## src/rtl/adsr_envelope_level_unit_macros.svh

```systemverilog
// Assertion macros shared by the ADSR envelope level unit RTL.
`ifndef ADSR_ENVELOPE_LEVEL_UNIT_MACROS_SVH
`define ADSR_ENVELOPE_LEVEL_UNIT_MACROS_SVH
`ifndef SYNTHESIS
// Same-cycle implication, sampled on clk, off while rst_n is low.
`define ADSR_ASSERT_IMP(label, ante, cons) \
  label: assert property (@(posedge clk) disable iff (!rst_n) (ante) |-> (cons)) \
    else $error("adsr assertion failed");
// Next-cycle implication, sampled on clk, off while rst_n is low.
`define ADSR_ASSERT_NXT(label, ante, cons) \
  label: assert property (@(posedge clk) disable iff (!rst_n) (ante) |=> (cons)) \
    else $error("adsr assertion failed");
`else
`define ADSR_ASSERT_IMP(label, ante, cons)
`define ADSR_ASSERT_NXT(label, ante, cons)
`endif
`endif

```

## src/rtl/adsr_pkg.sv

```systemverilog
// Types and constants for the ADSR envelope level unit.
`default_nettype none
package adsr_pkg;
  localparam int TIME_BITS  = 24;
  localparam int LVL_W      = 17;
  localparam int Q_W        = 17;
  localparam int DIVD_W     = TIME_BITS + Q_W;
  localparam int CFG_IDX_W  = 2;
  localparam logic [LVL_W-1:0] FULL_SCALE = LVL_W'(65536);

  typedef enum logic [CFG_IDX_W-1:0] {
    REG_ATTACK  = 2'd0,
    REG_DECAY   = 2'd1,
    REG_SUSTAIN = 2'd2,
    REG_RELEASE = 2'd3
  } cfg_reg_t;

  typedef struct packed {
    logic [TIME_BITS-1:0] elapsed_ticks;
    logic                 key_released;
    logic [TIME_BITS-1:0] release_tick;
  } in_item_t;

  typedef struct packed {
    logic [LVL_W-1:0] level;
    logic             done_res;
  } out_item_t;

  // Divider cell payload: partial remainder, dividend/quotient shift word, divisor.
  typedef struct packed {
    logic [TIME_BITS-1:0] rem;
    logic [Q_W-1:0]       work;
    logic [TIME_BITS-1:0] dvs;
  } div_t;

  // Item context carried alongside the divider.
  typedef struct packed {
    logic                 done;
    logic                 rel;
    logic                 hold;
    logic [TIME_BITS-1:0] rdiff;
    logic [LVL_W-1:0]     base;
    logic [LVL_W-1:0]     held;
  } side_t;
endpackage
`default_nettype wire

```

## src/rtl/adsr_div_cell.sv

```systemverilog
// One restoring-division cell: resolves one quotient bit per item.
`default_nettype none
module adsr_div_cell
  import adsr_pkg::*;
(
  input  wire logic  clk,
  input  wire logic  rst_n,
  input  wire logic  valid_i,
  input  wire div_t  div_i,
  input  wire side_t side_i,
  output logic       valid_o,
  output div_t       div_o,
  output side_t      side_o
);
  logic              valid_r;
  div_t              div_r, div_nxt;
  side_t             side_r;
  logic [TIME_BITS:0] trial;
  logic [TIME_BITS:0] diff;
  logic              ge;

  always_comb begin
    trial = {div_i.rem, div_i.work[Q_W-1]};
    diff  = trial - {1'b0, div_i.dvs};
    ge    = trial >= {1'b0, div_i.dvs};
    div_nxt.rem  = ge ? diff[TIME_BITS-1:0] : trial[TIME_BITS-1:0];
    div_nxt.work = {div_i.work[Q_W-2:0], ge};
    div_nxt.dvs  = div_i.dvs;
  end

  always_ff @(posedge clk) begin
    if (!rst_n) begin
      valid_r <= 1'b0;
    end else begin
      valid_r <= valid_i;
    end
  end

  always_ff @(posedge clk) begin
    div_r  <= div_nxt;
    side_r <= side_i;
  end

  assign valid_o = valid_r;
  assign div_o   = div_r;
  assign side_o  = side_r;
endmodule
`default_nettype wire

```

## src/rtl/adsr_div_chain.sv

```systemverilog
// Row of division cells, one quotient bit per cell, one item per cycle.
`default_nettype none
module adsr_div_chain
  import adsr_pkg::*;
(
  input  wire logic  clk,
  input  wire logic  rst_n,
  input  wire logic  valid_i,
  input  wire div_t  div_i,
  input  wire side_t side_i,
  output logic       valid_o,
  output logic [Q_W-1:0] quot_o,
  output side_t      side_o
);
  logic  vld [Q_W+1];
  div_t  dv  [Q_W+1];
  side_t sd  [Q_W+1];

  assign vld[0] = valid_i;
  assign dv[0]  = div_i;
  assign sd[0]  = side_i;

  for (genvar g = 0; g < Q_W; g++) begin : g_cell
    adsr_div_cell u_cell (
      .clk     (clk),
      .rst_n   (rst_n),
      .valid_i (vld[g]),
      .div_i   (dv[g]),
      .side_i  (sd[g]),
      .valid_o (vld[g+1]),
      .div_o   (dv[g+1]),
      .side_o  (sd[g+1])
    );
  end

  assign valid_o = vld[Q_W];
  assign quot_o  = dv[Q_W].work;
  assign side_o  = sd[Q_W];
endmodule
`default_nettype wire

```

## config.mk

```make
export PLATFORM = sky130hd
export DESIGN_NAME = adsr_div_chain
export DESIGN_NICKNAME = d
export VERILOG_FILES = /design/src/rtl/adsr_envelope_level_unit_macros.svh /design/src/rtl/adsr_pkg.sv /design/src/rtl/adsr_div_cell.sv /design/src/rtl/adsr_div_chain.sv
export SDC_FILE = /design/constraint.sdc
export NUM_CORES = 2
export LEC_CHECK = 0
export ABC_CLOCK_PERIOD_IN_PS = 5000
export BUFFER_PORTS_ARGS = -buffer_cell sky130_fd_sc_hd__buf_2
export CORE_UTILIZATION = 53
export CTS_CLUSTER_SIZE = 30
export DETAILED_ROUTE_END_ITERATION = 8
export GPL_ROUTABILITY_DRIVEN = 0
export GPL_TIMING_DRIVEN = 0
export PLACE_DENSITY = 0.7
export SLEW_MARGIN = 20
export SYNTH_ARGS = -nofsm -noshare
export SYNTH_HDL_FRONTEND = slang
export SYNTH_SLANG_ARGS = --single-unit
```

## constraint.sdc

```tcl
create_clock -name clk -period 5 [get_ports clk]
set_input_delay 1 -clock clk [delete_from_list [all_inputs] [get_ports clk]]
set_output_delay 1 -clock clk [all_outputs]
set_load 0.05 [all_outputs]
```

* After elaboration in Yosys (flattened, before gate mapping) *
Index checks and enable logic that the tools add are counted.
W data, S select, Z words.

word-level totals
  memories = 0
  logic and storage cells = 217
  memory bits (writable) = 0
  ROM bits = 0
  latch bits = 0
  register bits = 2111
  output and inout port bits = 79
  input port bits = 129

operators by class
  reductions and logical operators = 0
  equality and inequality tests = 0
  $add $sub $neg = 16
  shift-type cells = 0
  div/mod/pow operators = 0
  $mul = 0
  bitwise operators = 0
  multiplexer cells = 16
  order comparisons = 17

operator list
  operator          number
  $ge A25 B24 Y1    17
  $mux W24          16
  $sub A24 B24 Y24  16

* Depth between registers and ports, before layout *
  word-level depth = 2
  mapped depth = 14
  mapped depth without buffers = 12

* By module *
Synthesis repeated with hierarchy kept, for this count alone.

second synthesis, totals
  cell total of the unflattened synthesis = 6236
  area total of the unflattened synthesis = 73150.2 um^2

modules (own cells, without submodules)
  module                                 area each (um^2)  instances  sequential area each (um^2)  cells an instance
  adsr_div_cell (g_cell[11].u_cell ...)  4331.7            12         2542.4                       372
  adsr_div_cell (g_cell[0].u_cell ...)   4212.8            4          2542.4                       348
  adsr_div_cell (g_cell[15].u_cell)      4319.1            1          2542.4                       380

* Least setup slack after synthesis *
No wires, ideal clock.

  kind = in2reg
  start point = input port div_i[8] (netlist bit)
  end point = register g_cell[0].u_cell.div_r (netlist bit g_cell[0].u_cell.div_o[47])
  library setup time = 0.121 ns
  arrival = 3.589 ns
  required time = 4.879 ns
  setup slack = 1.290 ns
  buffers on the path = 1
  stages on the path = 12
  cells stage by stage = inv_1 ha_1 and4_1 o21ai_0 a21oi_1 o211ai_1 a21boi_0 nor2_1 o211a_1 o311ai_2 buf_2 mux2_2

RTL lines
  element               RTL line             text
  start, declared       adsr_div_chain.sv:9  input wire div_t div_i,
  end signal, assigned  adsr_div_cell.sv:40  div_r <= div_nxt;
  end, declared         adsr_div_cell.sv:16  div_t div_r, div_nxt;

==> impl_metrics.env <==
export IMPL_ir_drop_uv=399.9
export IMPL_yosysTopAreaCell="dfxtp_1"
export IMPL_grt_pass1_wl_um=185700
export IMPL_netlist_area_um2=67700
export IMPL_core_um2=126200
export IMPL_drv_slew=0
export IMPL_worstHoldStart="g_cell[2].u_cell.div_o[28]"
export IMPL_hold_viol=0
export IMPL_cts_tree="built"
export IMPL_antenna_left=0
export IMPL_fp_dieH_um=359.4
export IMPL_overflow=0
export IMPL_via_count=39771
export IMPL_worst_pin_slew_ns=1.104
export IMPL_fmax_mhz=230.1
export IMPL_ff2ff_setup_slack_ns=0.65
export IMPL_wl_per_cell_um=14.22
export IMPL_rr_worst_depth=12
export IMPL_ys_warn_count=0
export IMPL_critPathLaunchType="flop"
export IMPL_viasPerCell=4.970
export IMPL_rows=130
export IMPL_holdPathStages=0
export IMPL_first_iter_violations=1968
export IMPL_synth_top_area_share_pct=62.42
export IMPL_avgSynthCellArea_um2=11.70
export IMPL_fin_crit_ns=4.346
export IMPL_skew_ns=0.05626
export IMPL_cap_violations=0
export IMPL_cts_setup_buffers=0
export IMPL_htree_levels=4
export IMPL_cts_buffer_depth=3
export IMPL_hold_class="flop to flop"
export IMPL_die_x_um=359.4
export IMPL_critPathMaxFanout=10
export IMPL_postLayoutCoreUtil_pct=61.51
export IMPL_start_util_pct=53.64
export IMPL_grt_usage_pct=17.41
export IMPL_synth_distinct_cells=82
export IMPL_grt_antenna_before_repair=1
export IMPL_cp_end_kind="flop"
export IMPL_synthArstFlopShare_pct=0
export IMPL_layout_drive_gt1_share_pct=13.81
export IMPL_holdPathEnd="g_cell[3].u_cell.div_o[29]"
export IMPL_slew_headroom_pct=26.04
export IMPL_leakagePower_nw=35.14
export IMPL_die_area_um2=129200
export IMPL_ctsHoldBuffers=0
export IMPL_cts_root_buf="clkbuf_16"
export IMPL_pwr_density_cell_nw_per_um2=705.6
export IMPL_cts_sinks=2111
export IMPL_worst_setup_path_type="flop to flop"
export IMPL_ys_flop_type="dfxtp_1"
export IMPL_area_growth_pct=14.67
export IMPL_synth_edf_count=0
export IMPL_power_w=0.05478
export IMPL_tns_ns=0
export IMPL_ys_seq_area_share_pct=62.42
export IMPL_crit_arrival_ns=4.98
export IMPL_dp_hpwl_um=82830
export IMPL_ys_top_cells_by_area="dfxtp_1, ha_1, mux2_2, inv_1, xnor2_1"
export IMPL_finalCritPeriodShare_pct=86.92
export IMPL_rsz0062_at_grt="no"
export IMPL_outcome="finished, final reports clean"
export IMPL_setup_viol_count_final=0
export IMPL_io_buffers=207
export IMPL_cts_buffers=195
export IMPL_required_ns=5.63
export IMPL_drc=0
export IMPL_synth_seq_cells=2111
export IMPL_r2r_start="g_cell[1].u_cell.div_o[20]"
export IMPL_synth_nets=6339
export IMPL_syn_inst=5786
export IMPL_drt_wl_total_um=113800
export IMPL_grt_max_degree=17
export IMPL_rr_endpoint="g_cell[2].u_cell.div_o[54]"
export IMPL_path_clk_slew_ns=0.06
export IMPL_io_pins=208
export IMPL_nets=6743
export IMPL_grt_pass1_vias=40180
export IMPL_num_antenna_cells=0
export IMPL_firstDrtPassIters=6
export IMPL_cts_resized=0
export IMPL_insertion_delay_ns=0.80
## logic make-up after synthesis
| logic type | Yosys count | synth area share (%) |
|---|---|---|
| flip-flops | 2111 | 62.42 |
| buffers and inverters | 634 | 3.790 |
| AND/OR/NAND/NOR | 920 | 6.572 |
| adder cells (fa/ha/maj) | 424 | 8.013 |
| AO/OA/AOI/OAI | 1089 | 10.18 |
| multiplexers | 301 | 5.049 |
| XOR/XNOR | 307 | 3.972 |
## metal layers
layer | share of wire [%] | wire length (um) | vias to the layer above | GRT usage (%)
li1 | - | - | 20406 | -
met1 | 38 | 43390 | 18085 | 16.95
met2 | 52 | 59480 | 885 | 33.37
met3 | 3.7 | 4213 | 393 | 3.430
met4 | 5.9 | 6707 | 2 | 10.81
met5 | 0.015 | 17 | - | 0
## power breakdown
| group | total [W] | leakage [nW] | internal [W] | switching [W] |
|---|---|---|---|---|
| logic | 0.0187 | 14.0 | 0.00875 | 0.00997 |
| registers | 0.0210 | 17.8 | 0.0199 | 0.00117 |
| clock network | 0.0150 | 3.34 | 0.00891 | 0.00610 |
| total | 0.0548 | 35.1 | 0.0375 | 0.0172 |
## critical path, stage by stage (launching register included)
cell and delay, ns:
dfxtp_1 0.34, inv_1 0.05, ha_1 0.51, nand3_1 0.12, nor3_1 0.39, nand2_1 0.19
o21ai_0 0.31, a21o_1 0.17, a21oi_1 0.06, o221ai_1 0.79, clkbuf_1 0.62, clkbuf_1 0.48
a21oi_1 0.13
## placed cells by master (no fill, tap or decap), types with 61 or more instances in the layout
master	Yosys	final
xor2_1	91	91
a21o_1	156	156
dfxtp_1	2111	2111
xnor2_1	216	216
nand4_1	64	64
o21a_1	61	61
o21ai_0	228	228
clkbuf_16	0	196
nand2_1	241	241
inv_1	525	525
nor2_1	239	239
buf_2	21	228
mux2_2	240	240
a21oi_1	350	350
clkbuf_1	55	94
ha_1	408	408
nand3_1	70	70
nor3_1	64	64
## synthesized netlist by cell type, drive strengths merged, types with 6 or more instances
cell type  number
a211o          12
a211oi         35
a21boi         23
a21o          160
a21oi         351
a31o            7
a31oi          39
and2           26
and3           25
and4           10
buf            54
clkbuf         55
dfxtp        2111
fa             16
ha            408
inv           525
mux2          273
mux2i          28
nand2         241
nand2b         46
nand3          70
nand4          64
nor2          239
nor2b          59
nor3           64
nor4           21
o2111ai         8
o211a           6
o211ai         17
o21a           61
o21ai         233
o21bai         34
o221ai          6
o31a           17
o31ai          31
or2            15
or3            23
xnor2         216
xor2           91
## worst max-delay path by stage
stage	startpoint	to	slack, ns	depth (start not counted)
after global placement	div_i[8]	g_cell[0].u_cell.div_o[56]	0.10	13
after floorplan	div_i[8]	g_cell[0].u_cell.div_o[47]	1.29	12
after detailed placement	div_i[8]	g_cell[0].u_cell.div_o[56]	0.09	13
after global routing	g_cell[4].u_cell.div_o[1]	g_cell[5].u_cell.div_o[62]	0.37	13
after CTS	g_cell[1].u_cell.div_o[20]	g_cell[2].u_cell.div_o[54]	0.69	12
final	g_cell[1].u_cell.div_o[20]	g_cell[2].u_cell.div_o[54]	0.65	12
## per-stage QoR
stage	hold WS [ns]	instances	setup slack, ns	cell area, um2
detailed placement	0.3121	7643	0.08945	70800
floorplan	0.3096	5786	1.290	67700
finish	0.2720	8002	0.6541	77630
global route	0.2240	8002	0.3661	77630
global placement	0.3095	7643	0.1009	70800
CTS	0.2147	8002	0.6877	77630
## layout make-up
| type | count | area, um2 |
|---|---|---|
| tap | 1650 | 2064 |
| clock inverter | 77 | 1135 |
| buffer | 109 | 595.6 |
| fill | 9825 | 48590 |
| inverter | 525 | 1971 |
| timing repair buffer | 207 | 1036 |
| multi-input combinational | 3041 | 22870 |
| clock buffer | 282 | 5698 |
| sequential | 2111 | 42260 |
## registers in the layout (all words and copies together), names as in the netlist
signal and cells:
g_cell.u_cell.side_o 1037, g_cell.u_cell.div_o 1057, g_cell.u_cell.valid_o 17
Power figures use the tool's default switching activity.
